`src/hdl/cjht_pkg.sv`:
```
// ----------------------------------------------------------------------------
// cjht_pkg
// Shared types and constants for the chained join hash table: field widths,
// function and status codes, and the command passed from front to back.
// ----------------------------------------------------------------------------
package cjht_pkg;

    localparam int unsigned MAX_ENTRIES = 1024;
    localparam int ENTRY_BITS  = $clog2(MAX_ENTRIES);
    localparam int CURSOR_BITS = ENTRY_BITS + 1;
    localparam int HASH_BITS   = 64;
    localparam int DATA_BITS   = 64;
    localparam int FUNC_BITS   = 2;
    localparam int STATUS_BITS = 2;

    localparam logic [CURSOR_BITS-1:0] CHAIN_END = CURSOR_BITS'(MAX_ENTRIES);

    // Function codes on the input channel
    localparam logic [FUNC_BITS-1:0] FUNC_INSERT      = 2'd0;
    localparam logic [FUNC_BITS-1:0] FUNC_BUILD       = 2'd1;
    localparam logic [FUNC_BITS-1:0] FUNC_PROBE_START = 2'd2;
    localparam logic [FUNC_BITS-1:0] FUNC_PROBE_NEXT  = 2'd3;

    // Status codes on the output channel
    localparam logic [STATUS_BITS-1:0] ST_OK              = 2'd0;
    localparam logic [STATUS_BITS-1:0] ST_TABLE_FULL      = 2'd1;
    localparam logic [STATUS_BITS-1:0] ST_INSERT_AFTER    = 2'd2;
    localparam logic [STATUS_BITS-1:0] ST_PROBE_BEFORE    = 2'd3;

    // Work kinds resolved by the front
    typedef enum logic [2:0] {
        OP_INSERT,
        OP_REPLY,
        OP_BUILD,
        OP_HEAD,
        OP_ENTRY
    } op_t;

    // Command queued between front and back
    typedef struct packed {
        op_t                     op;
        logic [STATUS_BITS-1:0]  status;
        logic [ENTRY_BITS-1:0]   addr;     // entry index, bucket or mask
        logic [CURSOR_BITS-1:0]  link;     // parked hash bits on insert
        logic [CURSOR_BITS-1:0]  count;    // entry count after this transaction
        logic [DATA_BITS-1:0]    payload;
    } cmd_t;

endpackage

```
`src/hdl/cjht_ifs.sv`:
```
// ----------------------------------------------------------------------------
// cjht_ifs
// Valid/ready channel interfaces for request and response transactions.
// ----------------------------------------------------------------------------
interface cjht_in_if;
    logic                                valid;
    logic                                ready;
    logic [cjht_pkg::FUNC_BITS-1:0]      func;
    logic [cjht_pkg::HASH_BITS-1:0]      key_hash;
    logic [cjht_pkg::DATA_BITS-1:0]      payload;
    logic [cjht_pkg::CURSOR_BITS-1:0]    cursor;

    modport source (output valid, func, key_hash, payload, cursor, input ready);
    modport sink   (input valid, func, key_hash, payload, cursor, output ready);
endinterface


```
`src/hdl/cjht_front.sv`:
```
// ----------------------------------------------------------------------------
// cjht_front
// Accepts request transactions, tracks entry count, build flag and bucket
// mask, and resolves each request into a command for the back end.
// ----------------------------------------------------------------------------
module cjht_front
(
    input  logic              clk,
    input  logic              rst_n,
    cjht_in_if.sink           in_ch,
    input  logic              q_full,
    output logic              q_push,
    output cjht_pkg::cmd_t    q_cmd
);

    localparam int EB = cjht_pkg::ENTRY_BITS;
    localparam int CB = cjht_pkg::CURSOR_BITS;

    logic [CB-1:0] count_reg, count_next;
    logic          built_reg, built_next;
    logic [EB-1:0] mask_reg, mask_next;

    // Mask of the smallest power of two that holds n entries (0 for n <= 1)
    function automatic logic [EB-1:0] size_mask(input logic [CB-1:0] n);
        logic [CB-1:0] m;
        logic [EB-1:0] s;
        begin
            m = (n == '0) ? '0 : n - CB'(1);
            s = m[EB-1:0];
            for (int k = 1; k < EB; k = k * 2)
            begin
                s = s | (s >> k);
            end
            return s;
        end
    endfunction

    assign in_ch.ready = !q_full;
    assign q_push      = in_ch.valid && !q_full;

    // Classify the request against current table state
    always_comb
    begin
        count_next    = count_reg;
        built_next    = built_reg;
        mask_next     = mask_reg;
        q_cmd.op      = cjht_pkg::OP_REPLY;
        q_cmd.status  = cjht_pkg::ST_OK;
        q_cmd.addr    = '0;
        q_cmd.link    = in_ch.key_hash[CB-1:0];
        q_cmd.count   = count_reg;
        q_cmd.payload = in_ch.payload;
        case (in_ch.func)
            cjht_pkg::FUNC_INSERT:
            begin
                if (built_reg)
                begin
                    q_cmd.status = cjht_pkg::ST_INSERT_AFTER;
                end
                else if (count_reg >= CB'(cjht_pkg::MAX_ENTRIES))
                begin
                    q_cmd.status = cjht_pkg::ST_TABLE_FULL;
                end
                else
                begin
                    q_cmd.op    = cjht_pkg::OP_INSERT;
                    q_cmd.addr  = count_reg[EB-1:0];
                    q_cmd.count = count_reg + CB'(1);
                    count_next  = count_reg + CB'(1);
                end
            end
            cjht_pkg::FUNC_BUILD:
            begin
                if (!built_reg)
                begin
                    q_cmd.op   = cjht_pkg::OP_BUILD;
                    q_cmd.addr = size_mask(count_reg);
                    mask_next  = size_mask(count_reg);
                    built_next = 1'b1;
                end
            end
            cjht_pkg::FUNC_PROBE_START:
            begin
                if (!built_reg)
                begin
                    q_cmd.status = cjht_pkg::ST_PROBE_BEFORE;
                end
                else
                begin
                    q_cmd.op   = cjht_pkg::OP_HEAD;
                    q_cmd.addr = in_ch.key_hash[EB-1:0] & mask_reg;
                end
            end
            default:
            begin
                if (!built_reg)
                begin
                    q_cmd.status = cjht_pkg::ST_PROBE_BEFORE;
                end
                else if (in_ch.cursor < count_reg)
                begin
                    q_cmd.op   = cjht_pkg::OP_ENTRY;
                    q_cmd.addr = in_ch.cursor[EB-1:0];
                end
            end
        endcase
    end

    // Hold table state; advance only on an accepted transaction
    always_ff @(posedge clk or negedge rst_n)
    begin
        if (!rst_n)
        begin
            count_reg <= '0;
            built_reg <= 1'b0;
            mask_reg  <= '0;
        end
        else if (q_push)
        begin
            count_reg <= count_next;
            built_reg <= built_next;
            mask_reg  <= mask_next;
        end
    end

endmodule

```
`src/flat_wrapper.sv`:
```
// flat-port wrapper written by rule: the top's interface ports become plain ports
module cjht_front_flat 
  (clk, rst_n, q_full, q_push, q_cmd, in_ch_valid, in_ch_func, in_ch_key_hash, in_ch_payload, in_ch_cursor, in_ch_ready);
  cjht_in_if in_ch_i ();
  input  logic clk;
  input  logic rst_n;
  input  logic q_full;
  output logic q_push;
  output cjht_pkg::cmd_t q_cmd;
  input wire logic [$bits(in_ch_i.valid)-1:0] in_ch_valid;
  input wire logic [$bits(in_ch_i.func)-1:0] in_ch_func;
  input wire logic [$bits(in_ch_i.key_hash)-1:0] in_ch_key_hash;
  input wire logic [$bits(in_ch_i.payload)-1:0] in_ch_payload;
  input wire logic [$bits(in_ch_i.cursor)-1:0] in_ch_cursor;
  output wire logic [$bits(in_ch_i.ready)-1:0] in_ch_ready;
  assign in_ch_i.valid = in_ch_valid;
  assign in_ch_i.func = in_ch_func;
  assign in_ch_i.key_hash = in_ch_key_hash;
  assign in_ch_i.payload = in_ch_payload;
  assign in_ch_i.cursor = in_ch_cursor;
  assign in_ch_ready = in_ch_i.ready;
  cjht_front u_core (.clk(clk), .rst_n(rst_n), .in_ch(in_ch_i), .q_full(q_full), .q_push(q_push), .q_cmd(q_cmd));
endmodule
```
`config.mk`:
```
export PLATFORM = sky130hd
export DESIGN_NAME = cjht_front_flat
export DESIGN_NICKNAME = d
export VERILOG_FILES = /design/src/hdl/cjht_pkg.sv /design/src/hdl/cjht_ifs.sv /design/src/hdl/cjht_front.sv /design/src/flat_wrapper.sv
export SDC_FILE = /design/constraint.sdc
export NUM_CORES = 1
export LEC_CHECK = 0
export BUFFER_PORTS_ARGS = -buffer_cell sky130_fd_sc_hd__buf_2
export CORE_AREA = 2 2 95 97
export CTS_BUF_LIST = sky130_fd_sc_hd__clkbuf_4
export CTS_CLUSTER_DIAMETER = 120
export DETAILED_ROUTE_END_ITERATION = 16
export DIE_AREA = 0 0 97 99
export GPL_TIMING_DRIVEN = 0
export PLACE_DENSITY_LB_ADDON = 0.25
export SETUP_SLACK_MARGIN = 0.4
export SYNTH_ARGS = -nofsm -noshare
export SYNTH_HDL_FRONTEND = slang
export SYNTH_SLANG_ARGS = --single-unit
```
`constraint.sdc`:
```
create_clock -name clk -period 3.7 [get_ports clk]
set_input_delay 0.37 -clock clk [delete_from_list [all_inputs] [get_ports clk]]
set_output_delay 0.37 -clock clk [all_outputs]
set_load 0.01 [all_outputs]
```
==> out/qor.csv <==
stage;metric;value;unit
timing;rsz0062_at_grt;false;
drt;vias_per_cell;5.00;
cts;hold_buffers;0;
synthesis;syn_inst;346;
synthesis;synth_fp_nets;504;
timing;min_period;3210;ps
floorplanning;rows;34;
timing;finalClockSkew;5.72;ps
timing;layout_setup_ws;486;ps
drt;drt_iter0_drc;153;
synthesis;synth_top_cell_area_share;20.6;%
timing;slew_headroom;55.6;%
synthesis;syn_area;2740;sq um
cts;cts.path.max_buffers;2;
critical_path;cp_max_fo;10;
cts;cts-root-buf;clkbuf_4;
drt;drt-total-wl;8.86;mm
layout;area_growth;34.7;%
layout;layout.nets;646;
timing;fin_hold_ws;-7.81;ps
status;violations;hold timing;
global_route;grt_overflow;0;
power;p_sw;302;uW
floorplanning;ioPinCount;248;
power;p_seq_share;36.3;%
synthesis;yosys.area.top_type;buf_4;
floorplanning;dieArea;9600;sq um
drt;drc_errors;0;
power;comb_power_share;47.4;%
global_route;first_global_vias;2850;
cts;cts_sinks;22;
place;detailedPlace.worstSlack;24.5;ps
synthesis;syn_avg_cell_area;7.91;sq um
floorplanning;core_area;8550;sq um
global_route;grt_pass1_wl;14.2;mm
timing;period_share;86.9;%
power;p_leak;1.79;nW
layout;drive_gt1_share;52.4;%
synthesis;synth_seq_cells;22;
critical_path;crit_path_end_kind;primary output;
power;vdd_drop_max;0.0821;mV
layout;diodes;0;
power;clockPowerShare;16.3;%
critical_path;cp.required;3330;ps
power;finalPower;807;uW
drt;ant_nets;0;
timing;tightestPinTransition;664;ps
global_route;track_usage;18.0;%
floorplanning;initial_core_util;32.0;%
place;dp.cells;583;
layout;seqCellArea;552;sq um
hold_path;hp-class;input pin to asynchronous set/reset pin;
synthesis;yosysSeqAreaShare;20.1;%
synthesis;synth.area.top_cells;buf_4 21%, dfrtp_1 20%, ha_1 5.9%;
layout;multiInputGateArea;1540;sq um
cts;clock_latency;340;ps
timing;max_freq;311;MHz
cts;htreeDepth;1;
cts;cts.clk_slew.worst_paths;150;ps
layout;n_fill_cell;911;
drt;wl_per_cell;14.9;microns
global_route;grt_max_degree;23;
critical_path;crit_arrival;2840;ps
place;hpwl;7.07;mm
timing;hold_violations;9;
flow_run;maxCapViolations;0;
place;port_buffers;129;
synthesis;synth_cell_type_count;55;
power;p_int;506;uW
timing;setup-tns-final;0;ps
critical_path;ff2ff_path_depth;7;
drt;drt_pre_antenna_iters;4;
status;status;finished with violations;
cts;cts_tree;done;
timing;setup_viol;0;
power;power.density;219;nW/um^2
place;gp_congestion;0.854;
layout;final_cells;595;
critical_path;worstSetupPathType;flop to primary output;
layout;largest_reg_flops;11;
power;swShare;37.4;%
critical_path;critical_path.startpoint_type;flop;
synthesis;yosys_warnings;0;
floorplanning;dieWidth;97;microns
global_route;antenna_found_initial;0;
drt;num_vias;2973;
cts;cts_buffers;3;
floorplanning;die_y;99;microns
timing;maxSlewViolCount;0;
-- layout make-up --
| cell class | instances | share of cell area [%] |
|---|---|---|
| Clock inverter | 1 | 0.102 |
| Timing Repair Buffer | 137 | 19.2 |
| Multi-Input combinational cell | 215 | 41.7 |
| Sequential cell | 22 | 15.0 |
| Buffer | 91 | 17.8 |
| Tap cell | 108 | 3.67 |
| Clock buffer | 3 | 0.611 |
| Inverter | 18 | 2.00 |
-- timing repair --
action,4_1_cts,5_1_grt
pin swaps,3,3
gates cloned,0,0
setup buffers,4,4
setup endpoints to repair,12,11
resized for setup,12,16
-- placed cells by master (no fill, tap or decap), types with 2 or more instances in the layout --
master	Yosys	layout
nor2_1	27	27
nand4_1	5	5
and3_1	3	3
nor3_1	5	5
buf_4	75	85
and2_1	6	6
buf_6	2	2
o311ai_2	0	2
clkbuf_4	0	4
clkbuf_1	8	6
or4_1	3	3
a31o_2	3	3
nand3_1	7	7
o21ai_0	17	16
ha_1	13	12
o211ai_1	13	13
a21o_1	3	3
nor4_1	3	3
a211oi_1	4	3
a31oi_1	3	3
or3_1	2	2
inv_1	18	15
a211oi_2	2	2
a21oi_1	17	17
dfrtp_1	22	21
xnor2_1	17	17
buf_2	5	134
a32oi_1	8	8
nand2_1	25	24
a211oi_4	1	2
-- critical path: stages (launching register included) --
cell and delay, ps:
dfrtp_1 430, buf_4 190, inv_4 100, ha_4 180, or4b_4 510, or3_4 430, a211oi_4 370, o211ai_1 130
buf_2 160
-- Yosys cell counts (all sizes together) --
library cell / count
or2b: 1
mux2: 1
a31oi: 3
buf: 83
o21bai: 1
a2111oi: 1
nor2b: 1
a211oi: 7
and2: 7
o211ai: 13
o22ai: 1
a32oi: 8
a21oi: 17
clkbuf: 8
o311ai: 3
nor4b: 1
or2: 1
a41oi: 1
and3b: 1
nand2: 25
nor2: 27
a21o: 3
nor3: 5
nand3: 7
ha: 13
a31o: 3
nand4: 5
xnor2: 17
or4b: 2
dfrtp: 22
or4: 4
o2111a: 1
o21ai: 18
and3: 3
o221ai: 2
nor4: 5
or3: 3
inv: 18
nand4b: 1
a221oi: 1
nor3b: 2
-- through the flow --
step	area, sq um	utilization, %
floorplan	2740	-
global placement	3520	41.1
detailed placement	3520	41.1
CTS	3620	42.3
global route	3680	43.1
finish	3680	43.1
-- kinds of logic after synthesis --
| logic type | after synthesis | share of synthesized area (%) |
|---|---|---|
| buf+inv | 109 | 26.0 |
| simple gates | 101 | 20.4 |
| compound gates | 83 | 21.7 |
| flops | 22 | 20.1 |
| xor+xnor | 17 | 5.44 |
| fa+ha+maj | 13 | 5.94 |
| mux | 1 | 0.411 |
-- path summary, 6_finish.rpt --
| check | startpoint | end | slack, ps |
|---|---|---|---|
| worst min register to register | u_core.mask_reg[8] | u_core.mask_reg[8] | 510 |
| min in group clk | in_ch_valid | u_core.count_reg[10] | 500 |
| worst min-delay path | rst_n | u_core.mask_reg[2] | -8 |
| max in group asynchronous | rst_n | u_core.count_reg[3] | 3300 |
| worst max register to register | u_core.count_reg[1] | u_core.mask_reg[0] | 1280 |
| worst max-delay path | u_core.count_reg[1] | q_cmd[88] | 490 |
-- layer usage --
layer  vias to the layer above  part of all wire, %  track usage [%]
li1                       1430                    -                -
met1                      1385                   43             23.0
met2                       141                   48             31.0
met3                        17                  6.8             3.48
met4                         0                  2.1             4.77
met5                         -                    0                0
-- power by group through the flow --
stage               Clock (mW)  Combinational (mW)  Sequential, mW
detailed placement           0               0.342           0.301
finish                   0.131               0.383           0.293
floorplan                    0               0.217           0.293
global route             0.143               0.421           0.298
CTS                      0.130               0.368           0.292
global placement             0               0.337           0.300
Power figures use the tool's default switching activity.
