File: src/hdl/cjht_pkg.sv
// ----------------------------------------------------------------------------
// cjht_pkg
// Shared types and constants for the chained join hash table: field widths,
// function and status codes, and the command passed from front to back.
// ----------------------------------------------------------------------------
package cjht_pkg;

    localparam int unsigned MAX_ENTRIES = 1024;
    localparam int ENTRY_BITS  = $clog2(MAX_ENTRIES);
    localparam int CURSOR_BITS = ENTRY_BITS + 1;
    localparam int HASH_BITS   = 64;
    localparam int DATA_BITS   = 64;
    localparam int FUNC_BITS   = 2;
    localparam int STATUS_BITS = 2;

    localparam logic [CURSOR_BITS-1:0] CHAIN_END = CURSOR_BITS'(MAX_ENTRIES);

    // Function codes on the input channel
    localparam logic [FUNC_BITS-1:0] FUNC_INSERT      = 2'd0;
    localparam logic [FUNC_BITS-1:0] FUNC_BUILD       = 2'd1;
    localparam logic [FUNC_BITS-1:0] FUNC_PROBE_START = 2'd2;
    localparam logic [FUNC_BITS-1:0] FUNC_PROBE_NEXT  = 2'd3;

    // Status codes on the output channel
    localparam logic [STATUS_BITS-1:0] ST_OK              = 2'd0;
    localparam logic [STATUS_BITS-1:0] ST_TABLE_FULL      = 2'd1;
    localparam logic [STATUS_BITS-1:0] ST_INSERT_AFTER    = 2'd2;
    localparam logic [STATUS_BITS-1:0] ST_PROBE_BEFORE    = 2'd3;

    // Work kinds resolved by the front
    typedef enum logic [2:0] {
        OP_INSERT,
        OP_REPLY,
        OP_BUILD,
        OP_HEAD,
        OP_ENTRY
    } op_t;

    // Command queued between front and back
    typedef struct packed {
        op_t                     op;
        logic [STATUS_BITS-1:0]  status;
        logic [ENTRY_BITS-1:0]   addr;     // entry index, bucket or mask
        logic [CURSOR_BITS-1:0]  link;     // parked hash bits on insert
        logic [CURSOR_BITS-1:0]  count;    // entry count after this transaction
        logic [DATA_BITS-1:0]    payload;
    } cmd_t;

endpackage

File: src/hdl/cjht_queue.sv
// ----------------------------------------------------------------------------
// cjht_queue
// Small first-in first-out queue of commands between front and back.
// ----------------------------------------------------------------------------
module cjht_queue
#(
    parameter int DEPTH = 4
)
(
    input  logic              clk,
    input  logic              rst_n,
    input  logic              push,
    input  cjht_pkg::cmd_t    push_cmd,
    output logic              full,
    input  logic              pop,
    output cjht_pkg::cmd_t    pop_cmd,
    output logic              empty
);

    localparam int PW = (DEPTH > 1) ? $clog2(DEPTH) : 1;
    localparam int CW = $clog2(DEPTH + 1);

    cjht_pkg::cmd_t slot_reg [DEPTH];
    logic [PW-1:0]  wr_ptr_reg, rd_ptr_reg;
    logic [CW-1:0]  cnt_reg;

    assign full    = cnt_reg == CW'(DEPTH);
    assign empty   = cnt_reg == '0;
    assign pop_cmd = slot_reg[rd_ptr_reg];

    // Store a pushed command
    always_ff @(posedge clk)
    begin
        if (push)
        begin
            slot_reg[wr_ptr_reg] <= push_cmd;
        end
    end

    // Advance pointers and occupancy
    always_ff @(posedge clk or negedge rst_n)
    begin
        if (!rst_n)
        begin
            wr_ptr_reg <= '0;
            rd_ptr_reg <= '0;
            cnt_reg    <= '0;
        end
        else
        begin
            if (push)
            begin
                wr_ptr_reg <= (wr_ptr_reg == PW'(DEPTH - 1)) ? '0 : wr_ptr_reg + PW'(1);
            end
            if (pop)
            begin
                rd_ptr_reg <= (rd_ptr_reg == PW'(DEPTH - 1)) ? '0 : rd_ptr_reg + PW'(1);
            end
            if (push && !pop)
            begin
                cnt_reg <= cnt_reg + CW'(1);
            end
            else if (pop && !push)
            begin
                cnt_reg <= cnt_reg - CW'(1);
            end
        end
    end

endmodule

File: config.mk
export PLATFORM = sky130hd
export DESIGN_NAME = cjht_queue
export DESIGN_NICKNAME = d
export VERILOG_FILES = /design/src/hdl/cjht_pkg.sv /design/src/hdl/cjht_queue.sv
export SDC_FILE = /design/constraint.sdc
export NUM_CORES = 1
export LEC_CHECK = 0
export BUFFER_PORTS_ARGS = -buffer_cell sky130_fd_sc_hd__buf_4
export CAP_MARGIN = 20
export CORE_MARGIN = 2
export CORE_UTILIZATION = 51
export CTS_CLUSTER_SIZE = 28
export DETAILED_ROUTE_END_ITERATION = 8
export PLACE_DENSITY = 0.79
export SLEW_MARGIN = 10
export SYNTH_ARGS = -nofsm -noshare
export SYNTH_HDL_FRONTEND = slang
export SYNTH_SLANG_ARGS = --single-unit
File: constraint.sdc
create_clock -name clk -period 3.2 [get_ports clk]
set_input_delay 0.64 -clock clk [delete_from_list [all_inputs] [get_ports clk]]
set_output_delay 0.64 -clock clk [all_outputs]
set_load 0.05 [all_outputs]
==> impl_metrics.sql, run 1 <==
INSERT INTO impl_metrics (metric_group, metric, value, unit) VALUES
('status', 'run_status', 'completed', ''),
('layout', 'n_antenna_cell', '0', ''),
('global_routing', 'antenna_found_initial', '0', ''),
('placed_design', 'io_buffer_count', '207', ''),
('timing', 'fin_tns_setup', '0', 'ns'),
('min_path', 'hold_path_depth', '1', ''),
('global_routing', 'globalRoute.busiestLayer', 'met2', ''),
('routing', 'detail-route-antenna-nets', '0', ''),
('layout', 'post_route_cells_drive_above_1_share', '45.9', '%'),
('synth', 'number_of_nets_produced_by_synthesis', '677', ''),
('clock_network', 'numClockSinks', '411', ''),
('routing', 'drt_first_pass_iters', '4', ''),
('floorplan', 'core_area', '0.0289', 'sq mm'),
('timing', 'final_max_slew_viol_count', '0', ''),
('synth', 'synth_top_cell_by_area', 'sky130_fd_sc_hd__edfxtp_1', ''),
('clock_network', 'postCtsSetupBuffers', '0', ''),
('placed_design', 'finalWeightedCongestion', '0.708', ''),
('synth', 'synth-warning-count', '0', ''),
('pwr', 'irDropWorstVdd', '0.720', 'mV'),
('floorplan', 'dieArea', '0.0309', 'sq mm'),
('clock_network', 'cts-buffers-inserted', '41', ''),
('synth', 'mappedNetlistArea', '0.0151', 'sq mm'),
('run', 'maxCapViolations', '0', ''),
('synth', 'synth_top_cells_by_count', 'sky130_fd_sc_hd__edfxtp_1 (404), sky130_fd_sc_hd__mux4_2 (101), sky130_fd_sc_hd__buf_2 (9)', ''),
('clock_network', 'cts.repair.resized', '0', ''),
('synth', 'post_synth_edffs', '404', ''),
('layout', 'largest_register_ffs', '404', ''),
('clock_network', 'clk_pin_slew', '0.06', 'ns'),
('floorplan', 'floorplan.die.width', '176', 'um'),
('critical_path', 'startpoint_of_the_most_critical_register_to_register_path', 'wr_ptr_reg[0]', ''),
('synth', 'synth.yosys.seq_area_share', '81.7', '%'),
('global_routing', 'grt_usage', '17.8', '%'),
('min_path', 'hold_start', 'push_cmd[66]', ''),
('timing', 'period_needed', '2.91', 'ns'),
('pwr', 'power.density', '1040', 'mW/mm^2'),
('clock_network', 'clock_path_buffers', '3', ''),
('critical_path', 'timing.critical_path.to_type', 'output pin', ''),
('pwr', 'cellLeakagePower', '6.26', 'nW'),
('clock_network', 'holdBufCountCts', '1', ''),
('synth', 'synth_top_family_by_area', 'multiplexers', ''),
('synth', 'postSynthAreaPerCell', '26.7', 'sq um'),
('routing', 'drt-vias-per-instance', '5.45', ''),
('synth', 'synth.lib_cells_used.distinct', '21', ''),
('routing', 'postRouteWirelength', '27.1', 'mm'),
('global_routing', 'pin_count_of_the_biggest_net_entering_global_routing', '70', ''),
('global_routing', 'grt.overflow.total', '0', ''),
('routing', 'via_count', '6650', ''),
('layout', 'flow.area_growth_from_synthesis', '21.7', '%'),
('routing', 'first_iter_violations', '522', ''),
('clock_network', 'clock_tree.htree_level_count', '2', ''),
('synth', 'number_of_storage_elements_in_the_synthesis_netlist', '411', ''),
('timing', 'grt_setup_unrepaired', 'false', ''),
('min_path', 'worstHoldEndpoint', 'slot_reg[2][66]', ''),
('synth', 'synth_xor_area_share', '0.174', '%'),
('clock_network', 'clock_latency', '0.51', 'ns'),
('floorplan', 'initial_core_utilization', '52.2', '%'),
('placed_design', 'detailed_place_hpwl', '16.1', 'mm'),
('timing', 'clock-skew-final', '0.0150', 'ns'),
('floorplan', 'floorplan.die.height', '176', 'um'),
('global_routing', 'grtUsageMet2', '30.1', '%'),
('critical_path', 'timing_worst_setup_path_type', 'register to output pin', ''),
('synth', 'synth_largest_type_area_fraction', '80.6', '%'),
('floorplan', 'rows', '62', ''),
('global_routing', 'first_global_vias', '7336', ''),
('critical_path', 'cp_max_fo', '69', ''),
('synth', 'synth.area.mux_share', '15.3', '%'),
('synth', 'async_flop_share', '1.70', '%'),
('synth', 'synth_flop_cell', 'sky130_fd_sc_hd__edfxtp_1', ''),
('clock_network', 'cts.root.buffer_cell', 'sky130_fd_sc_hd__clkbuf_16', ''),
('timing', 'finalSetupViolations', '0', ''),
('synth', 'post_synthesis_adder_cell_area_fraction', '0.631', '%');
worst max-delay path, stage by stage (launching register included):
cell                      delay (ns)
sky130_fd_sc_hd__dfrtp_4        0.44
sky130_fd_sc_hd__buf_12         0.48
sky130_fd_sc_hd__mux4_2         0.61
sky130_fd_sc_hd__buf_4          0.21
power by group:
group | total (mW) | switching (mW) | internal (mW)
Sequential | 7.18 | 0.278 | 6.90
Clock | 4.34 | 1.80 | 2.54
Combinational | 7.51 | 4.89 | 2.62
cells by family after synthesis:
logic type	after synthesis
adder cells (fa/ha/maj)	7
XOR/XNOR	3
flip-flops	411
multiplexers	104
AND/OR/NAND/NOR	11
buffers and inverters	27
AO/OA/AOI/OAI	2
worst max-delay path by stage:
stage | cells past startpoint | slack, ns | end | start
2_1_floorplan | 1 | 0.86 | slot_reg[3][0] | push
3_3_place_gp | 3 | 0.77 | pop_cmd[3] | rd_ptr_reg[0]
3_5_place_dp | 3 | 0.77 | pop_cmd[3] | rd_ptr_reg[0]
4_1_cts | 3 | 0.21 | pop_cmd[3] | rd_ptr_reg[0]
5_1_grt | 3 | 0.16 | pop_cmd[3] | rd_ptr_reg[0]
6_report | 3 | 0.29 | pop_cmd[3] | rd_ptr_reg[0]
layout by cell type, fill, tap and decap left out:
cell type,Yosys,final
sky130_fd_sc_hd__fa_1,1,1
sky130_fd_sc_hd__o21ai_0,2,2
sky130_fd_sc_hd__clkinv_1,0,7
sky130_fd_sc_hd__dfrtp_1,7,5
sky130_fd_sc_hd__clkbuf_1,2,13
sky130_fd_sc_hd__inv_6,0,1
sky130_fd_sc_hd__clkinvlp_4,0,1
sky130_fd_sc_hd__dfrtp_4,0,2
sky130_fd_sc_hd__edfxtp_1,404,404
sky130_fd_sc_hd__xor2_1,2,2
sky130_fd_sc_hd__buf_4,3,212
sky130_fd_sc_hd__nor2_1,3,3
sky130_fd_sc_hd__ha_1,6,6
sky130_fd_sc_hd__dlygate4sd3_1,0,1
sky130_fd_sc_hd__xnor2_1,1,1
sky130_fd_sc_hd__inv_1,4,4
sky130_fd_sc_hd__mux2_2,3,3
sky130_fd_sc_hd__clkbuf_16,0,43
sky130_fd_sc_hd__and2_4,0,4
sky130_fd_sc_hd__nand2_1,2,2
sky130_fd_sc_hd__bufinv_16,0,1
sky130_fd_sc_hd__nor3b_1,1,1
sky130_fd_sc_hd__clkinv_2,0,7
sky130_fd_sc_hd__nor3_1,1,1
sky130_fd_sc_hd__mux4_2,101,101
sky130_fd_sc_hd__buf_12,7,9
metrics by stage:
stage	std cells	worst slack (ns)	hold WS (ns)	power (mW)	area, sq um
global route	1221	0.157	0.293	19.8	18300
detailed placement	1147	0.774	0.465	14.9	17100
CTS	1221	0.207	0.299	19.3	18300
floorplan	565	0.858	0.344	12.9	15100
finish	1221	0.290	0.323	19.0	18300
global placement	1147	0.771	0.461	14.8	17100
routing by layer:
metal  up-vias  routed length [um]
li1       2922                   -
met5         -                   0
met2       217               13900
met3        33                1950
met4         0                 402
met1      3478               10900
layout make-up:
cell class	instances	area (sq um)
clock buffers	56	1120
clock inverters	17	108
fillers	1912	10500
inverters	4	15.0
multi-input cells	127	2510
flip-flops and latches	411	12300
well taps	384	480
repair buffers	222	1780
(Power assumes the default switching activity.)
==> run 2: changes to the inputs <==
GPL_ROUTABILITY_DRIVEN = 1   (was default)
REMOVE_ABC_BUFFERS = 1   (was default)
==> run 2 against run 1 <==
Count of clock-buffer cells in the layout is 6 higher. Clock skew is 0.0059 ns lower. Flip-flop and latch count stayed put. Sequential share of layout area is 0.31 points lower. Clock power is 7.1% higher. Hold slack worse by 0.010 ns. Non-clock buffer count is 2 higher. Routed wire length is 5.7% higher. Total power is 1.9% higher.
==> impl_metrics.sql, run 2 (synthesis gave the netlist of run 1 again) <==
INSERT INTO impl_metrics (metric_group, metric, value, unit) VALUES
('placed_design', 'place.detailed.instances', '1149', ''),
('placed_design', 'detailed_place_hpwl', '16.8', 'mm'),
('pwr', 'irDropWorstVdd', '0.610', 'mV'),
('critical_path', 'startpoint_type', 'register', ''),
('clock_network', 'cts.root.buffer_cell', 'sky130_fd_sc_hd__clkbuf_16', ''),
('floorplan', 'initial_core_utilization', '52.2', '%'),
('timing', 'final_max_slew_viol_count', '0', ''),
('routing', 'drt_drc_violations_left', '0', ''),
('clock_network', 'clock_latency', '0.53', 'ns'),
('layout', 'post_route_cells_drive_above_1_share', '46.0', '%'),
('min_path', 'worst_hold_path_type', 'input pin to register', ''),
('floorplan', 'floorplan.die.height', '176', 'um'),
('layout', 'postLayoutCellArea', '0.0184', 'sq mm'),
('routing', 'detail-route-antenna-nets', '0', ''),
('routing', 'drt_first_pass_iters', '4', ''),
('global_routing', 'pin_count_of_the_biggest_net_entering_global_routing', '63', ''),
('floorplan', 'rows', '62', ''),
('critical_path', 'worst-endpoint-arrival', '2.31', 'ns'),
('timing', 'finalSetupViolations', '0', ''),
('global_routing', 'grt.overflow.total', '0', ''),
('critical_path', 'worst_r2r_endpoint', 'slot_reg[2][25]', ''),
('timing', 'final.hold.worst_slack', '0.312', 'ns'),
('timing', 'fin_tns_setup', '0', 'ns'),
('timing', 'final_clock_period_utilization_by_the_worst_path', '92.3', '%'),
('critical_path', 'critPathSlowestCell', 'sky130_fd_sc_hd__dfrtp_4', ''),
('timing', 'max-slew-margin-rel', '63.6', '%'),
('layout', 'final_common_cell', 'sky130_fd_sc_hd__edfxtp_1', ''),
('critical_path', 'startpoint_of_the_most_critical_register_to_register_path', 'wr_ptr_reg[0]', ''),
('placed_design', 'dp_area', '0.0171', 'sq mm'),
('global_routing', 'wire_length_of_the_first_global_routing_pass', '42.8', 'mm'),
('min_path', 'hold_start', 'push_cmd[70]', ''),
('critical_path', 'sequence_of_cells_on_the_critical_path', 'buf_12 -> mux4_2 -> buf_4', ''),
('layout', 'layout.cells.most_common_list', 'sky130_fd_sc_hd__edfxtp_1 (404), sky130_fd_sc_hd__buf_4 (215), sky130_fd_sc_hd__mux4_2 (101)', ''),
('critical_path', 'timing_worst_setup_path_type', 'register to output pin', ''),
('timing', 'period_needed', '2.95', 'ns'),
('critical_path', 'worst_path_largest_cell_delay', '0.59', 'ns'),
('critical_path', 'critical_path_required', '2.56', 'ns'),
('floorplan', 'core_area', '0.0289', 'sq mm'),
('global_routing', 'grt_usage', '18.6', '%'),
('routing', 'drt-vias-per-instance', '5.51', ''),
('clock_network', 'clock_tree.htree_level_count', '2', ''),
('global_routing', 'first_global_vias', '7549', ''),
('critical_path', 'cp_max_fo', '42', ''),
('routing', 'detailed_route_wire_length_per_cell', '23.4', 'um'),
('clock_network', 'clock_path_buffers', '3', ''),
('min_path', 'hold_path_depth', '1', ''),
('routing', 'postRouteWirelength', '28.7', 'mm'),
('floorplan', 'io_pins', '208', ''),
('timing', 'clock-skew-final', '0.00910', 'ns'),
('layout', 'largest_register_ffs', '404', ''),
('critical_path', 'timing.critical_path.to_type', 'output pin', ''),
('routing', 'first_iter_violations', '423', ''),
('status', 'run_status', 'completed', ''),
('critical_path', 'worst-r2r-cell-count', '4', ''),
('placed_design', 'io_buffer_count', '207', ''),
('timing', 'max_slew.worst_pin.slew', '0.547', 'ns'),
('run', 'maxCapViolations', '0', ''),
('clock_network', 'tritoncts', 'built', ''),
('clock_network', 'cts-buffers-inserted', '42', ''),
('timing', 'finalHoldViolations', '0', ''),
('clock_network', 'cts.repair.resized', '0', ''),
('layout', 'final_cell_count_without_fillers', '1228', ''),
('pwr', 'totalPowerFinal', '19.4', 'mW'),
('layout', 'flow.area_growth_from_synthesis', '22.3', '%'),
('routing', 'via_count', '6762', ''),
('placed_design', 'finalWeightedCongestion', '0.712', ''),
('floorplan', 'floorplan.die.width', '176', 'um'),
('clock_network', 'clk_pin_slew', '0.06', 'ns'),
('timing', 'fmax', '338', 'MHz'),
('floorplan', 'dieArea', '0.0309', 'sq mm'),
('min_path', 'worstHoldEndpoint', 'slot_reg[1][70]', ''),
('layout', 'fin_nets', '922', ''),
('global_routing', 'antenna_found_initial', '1', ''),
('timing', 'grt_setup_unrepaired', 'false', ''),
('critical_path', 'reg2reg_setup_slack', '1.29', 'ns'),
('pwr', 'power.density', '1050', 'mW/mm^2'),
('pwr', 'cellLeakagePower', '6.30', 'nW'),
('clock_network', 'numClockSinks', '411', '');
-- run 2: routing by layer --
| layer | vias to the layer above | track usage [%] | share of wire (%) |
|---|---|---|---|
| met5 | - | 0 | 0 |
| met4 | 0 | 7.09 | 2.8 |
| met3 | 55 | 5.26 | 7.0 |
| met2 | 244 | 32.3 | 52 |
| met1 | 3532 | 22.3 | 38 |
| li1 | 2931 | - | - |
-- run 2: layout make-up --
class,count,area [sq um]
tap,384,480
clock buffer,62,1190
inverter,4,15.0
antenna,1,2.50
clock inverter,15,124
fill,1923,10400
sequential,411,12300
timing repair buffer,224,1780
multi-input combinational,127,2510
-- run 2: how the worst max path moves through the flow --
stage / startpoint / to / slack, ns / cells after the start
floorplan: rd_ptr_reg[0] / pop_cmd[0] / -2.23 / 1
global placement: rd_ptr_reg[0] / pop_cmd[39] / 0.76 / 3
detailed placement: rd_ptr_reg[0] / pop_cmd[12] / 0.75 / 3
CTS: rd_ptr_reg[0] / pop_cmd[12] / 0.17 / 3
global route: rd_ptr_reg[0] / pop_cmd[50] / 0.10 / 3
finish: rd_ptr_reg[0] / pop_cmd[39] / 0.25 / 3
-- run 2: critical path: cells and delay by family (launching register included) --
kind     cells  cell delay (ns)
mux          1             0.59
flops        1             0.59
buf+inv      2             0.56
-- run 2: power breakdown --
part           internal (mW)  total, mW  switching [mW]  leakage (nW)
sequential              6.90       7.24           0.341          3.79
combinational           2.63       7.49            4.87          1.87
clock                   2.74       4.65            1.91         0.634
-- run 2: per-stage QoR --
stage / utilization [%] / setup WS, ns
floorplan: - / -2.23
global placement: 59.2 / 0.759
detailed placement: 59.2 / 0.747
CTS: 63.8 / 0.172
global route: 63.8 / 0.101
finish: 63.8 / 0.245
-- run 2: repair_timing --
action,in CTS,in global routing
buffers inserted,0,0
setup endpoints to repair,0,0
hold endpoints to repair,7,0
hold buffers,1,0
==> run 3: changes to the inputs <==
RECOVER_POWER = 100   (was default)
==> run 3 against run 2 <==
The flow now finishes with violations (max-capacitance violations, max-slew violations). Critical path depth is the same. Highest routed layer is now met5. Non-clock buffer count is the same. Maximum frequency shrank 1.2%. Critical endpoint is now pop_cmd[51].
==> impl_metrics.sql, run 3 (synthesis gave the netlist of run 1 again) <==
INSERT INTO impl_metrics (metric_group, metric, value, unit) VALUES
('status', 'run_status', 'complete, but fails checks', ''),
('status', 'violations', 'max-capacitance violations, max-slew violations', ''),
('floorplan', 'initial_core_utilization', '52.2', '%'),
('clock_network', 'clk_pin_slew', '0.06', 'ns'),
('pwr', 'irDropWorstVdd', '0.595', 'mV'),
('timing', 'final_clock_period_utilization_by_the_worst_path', '93.5', '%'),
('min_path', 'worstHoldEndpoint', 'slot_reg[0][65]', ''),
('routing', 'first_iter_violations', '492', ''),
('timing', 'fmax', '334', 'MHz'),
('floorplan', 'floorplan.die.height', '176', 'um'),
('pwr', 'netSwitchingPower', '7.07', 'mW'),
('global_routing', 'globalRoute.busiestLayer', 'met2', ''),
('global_routing', 'grt.overflow.total', '0', ''),
('pwr', 'pwr-share-clk', '24.7', '%'),
('routing', 'postRouteWirelength', '28.5', 'mm'),
('layout', 'fin_nets', '922', ''),
('critical_path', 'critical_path.top_delay_family', 'buffers and inverters', ''),
('layout', 'layout.cells.most_common_list', 'sky130_fd_sc_hd__edfxtp_1 (404), sky130_fd_sc_hd__clkbuf_1 (133), sky130_fd_sc_hd__mux4_2 (101)', ''),
('layout', 'layout.filler_cells', '2092', ''),
('clock_network', 'clock_path_buffers', '3', ''),
('critical_path', 'worst-endpoint-arrival', '2.35', 'ns'),
('routing', 'detailed_route_wire_length_per_cell', '23.2', 'um'),
('placed_design', 'dp_area', '0.0171', 'sq mm'),
('pwr', 'comb_power_share', '36.6', '%'),
('global_routing', 'antenna_found_initial', '4', ''),
('global_routing', 'grt_usage', '18.6', '%'),
('routing', 'detail-route-antenna-nets', '0', ''),
('critical_path', 'startpoint_of_the_most_critical_register_to_register_path', 'wr_ptr_reg[0]', ''),
('layout', 'final_common_cell', 'sky130_fd_sc_hd__edfxtp_1', ''),
('timing', 'grt_setup_unrepaired', 'false', ''),
('critical_path', 'critical_path_required', '2.56', 'ns'),
('timing', 'max-slew-margin-rel', '-20.7', '%'),
('clock_network', 'tritoncts', 'built', ''),
('critical_path', 'sequence_of_cells_on_the_critical_path', 'buf_12 -> mux4_2 -> clkbuf_2', ''),
('floorplan', 'core_area', '0.0289', 'sq mm'),
('critical_path', 'number_of_stages_on_the_worst_setup_path', '3', ''),
('layout', 'flow.area_growth_from_synthesis', '17.7', '%'),
('floorplan', 'floorplan.die.width', '176', 'um'),
('timing', 'final_max_slew_viol_count', '148', ''),
('routing', 'drt_first_pass_iters', '5', ''),
('clock_network', 'clock_tree.htree_level_count', '2', ''),
('global_routing', 'first_global_vias', '7549', ''),
('routing', 'via_count', '6783', ''),
('critical_path', 'timing.critical_path.to_type', 'output pin', ''),
('global_routing', 'use_met1', '22.3', '%'),
('critical_path', 'timing.critical_path.buf_inv', '2', ''),
('placed_design', 'finalWeightedCongestion', '0.712', ''),
('clock_network', 'postCtsSetupBuffers', '0', ''),
('global_routing', 'wire_length_of_the_first_global_routing_pass', '42.8', 'mm'),
('timing', 'finalHoldViolations', '0', ''),
('global_routing', 'grtUsageMet3', '5.26', '%'),
('critical_path', 'startpoint_type', 'register', ''),
('floorplan', 'rows', '62', ''),
('clock_network', 'numClockSinks', '411', ''),
('min_path', 'hold_path_depth', '1', ''),
('critical_path', 'worst_r2r_endpoint', 'slot_reg[3][52]', ''),
('floorplan', 'io_pins', '208', ''),
('timing', 'max_slew.worst_pin.slew', '1.81', 'ns'),
('critical_path', 'worst_path_largest_cell_delay', '0.59', 'ns'),
('layout', 'post_route_cells_drive_above_1_share', '31.9', '%'),
('global_routing', 'grtUsageMet2', '32.3', '%'),
('layout', 'largest_register_ffs', '404', ''),
('clock_network', 'cts-buffers-inserted', '42', ''),
('clock_network', 'clock_latency', '0.52', 'ns'),
('critical_path', 'cp_max_fo', '42', ''),
('timing', 'clock-skew-final', '0.00735', 'ns'),
('critical_path', 'timing_worst_setup_path_type', 'register to output pin', ''),
('global_routing', 'pin_count_of_the_biggest_net_entering_global_routing', '63', ''),
('routing', 'drt-vias-per-instance', '5.52', ''),
('routing', 'drt_drc_violations_left', '0', ''),
('pwr', 'power_switching_share', '37.7', '%'),
('layout', 'multi_input_area', '0.00250', 'sq mm'),
('timing', 'period_needed', '2.99', 'ns'),
('layout', 'final_cell_count_without_fillers', '1229', ''),
('critical_path', 'critPathSlowestCell', 'sky130_fd_sc_hd__mux4_2', ''),
('floorplan', 'dieArea', '0.0309', 'sq mm'),
('run', 'maxCapViolations', '4', ''),
('placed_design', 'io_buffer_count', '207', ''),
('layout', 'seq_area', '0.0123', 'sq mm'),
('placed_design', 'detailed_place_hpwl', '16.8', 'mm'),
('timing', 'finalSetupViolations', '0', ''),
('pwr', 'power.density', '1060', 'mW/mm^2'),
('min_path', 'hold_start', 'push_cmd[65]', ''),
('placed_design', 'place.detailed.instances', '1149', ''),
('min_path', 'worst_hold_path_type', 'input pin to register', ''),
('critical_path', 'worst-r2r-cell-count', '3', ''),
('pwr', 'cellLeakagePower', '5.80', 'nW'),
('clock_network', 'cts.root.buffer_cell', 'sky130_fd_sc_hd__clkbuf_16', ''),
('layout', 'postLayoutCellArea', '0.0177', 'sq mm'),
('pwr', 'cell_internal_pwr', '11.7', 'mW'),
('critical_path', 'reg2reg_setup_slack', '0.32', 'ns'),
('pwr', 'seq_power_share', '38.7', '%');
-- run 3: changes by cell type in the layout (fill, tap and decap cells not counted), moves of 2 or more --
cell                       previous run  this run
sky130_fd_sc_hd__buf_4              215         6
sky130_fd_sc_hd__clkbuf_1            17       133
sky130_fd_sc_hd__clkbuf_2             0        61
sky130_fd_sc_hd__buf_2                0        32
sky130_fd_sc_hd__and2_4               4         1
sky130_fd_sc_hd__and2_1               0         2
sky130_fd_sc_hd__buf_12               8         6
-- run 3: worst register-to-register path: cells and delay by family (launching register included) --
kind,cells,cell delay [ns]
and+or+nand+nor,1,1.35
buffers and inverters,1,0.60
adders and majority gates,1,0.18
DFF,1,0.40
-- run 3: layout make-up --
class / count / area share [%]
inverter: 4 / 0.0847
multi-input combinational: 127 / 14.1
sequential: 411 / 69.5
clock buffer: 62 / 6.71
antenna: 2 / 0.0282
clock inverter: 15 / 0.699
tap: 384 / 2.71
timing repair buffer: 224 / 6.18
-- run 3: what timing repair did --
| action | in CTS | in global routing |
|---|---|---|
| hold endpoints to repair | 7 | 0 |
| resized for setup | 0 | 0 |
| hold buffers | 1 | 0 |
-- run 3: how the worst max path moves through the flow --
stage          slack (ns)          start              end
5_1_grt              0.06  wr_ptr_reg[0]  slot_reg[3][50]
3_5_place_dp         0.75  rd_ptr_reg[0]      pop_cmd[12]
2_1_floorplan       -2.23  rd_ptr_reg[0]       pop_cmd[0]
4_1_cts              0.17  rd_ptr_reg[0]      pop_cmd[12]
6_report             0.21  rd_ptr_reg[0]      pop_cmd[51]
3_3_place_gp         0.76  rd_ptr_reg[0]      pop_cmd[39]
-- run 3: routing by layer --
layer / routed length, um / vias to the layer above
li1: - / 2942
met1: 10800 / 3542
met2: 14900 / 242
met3: 2060 / 53
met4: 739 / 4
met5: 22 / -
-- run 3: stage by stage --
| stage | TNS (ns) | utilization, % | total power [mW] | hold WS, ns | setup slack [ns] |
|---|---|---|---|---|---|
| global route | 0 | 61.4 | 19.5 | 0.360 | 0.0623 |
| finish | 0 | 61.4 | 18.8 | 0.372 | 0.208 |
| detailed placement | 0 | 59.2 | 14.9 | 0.464 | 0.747 |
| floorplan | -323.99 | - | 12.5 | 0.344 | -2.23 |
| global placement | 0 | 59.2 | 14.8 | 0.460 | 0.759 |
| CTS | 0 | 63.8 | 19.6 | 0.286 | 0.172 |
-- run 3: power by group through the flow --
stage | Combinational [mW] | Clock [mW] | Sequential (mW)
floorplan | 4.90 | 0 | 7.63
global placement | 7.53 | 0 | 7.29
detailed placement | 7.58 | 0 | 7.36
CTS | 7.62 | 4.76 | 7.26
global route | 7.21 | 4.95 | 7.34
finish | 6.86 | 4.64 | 7.26
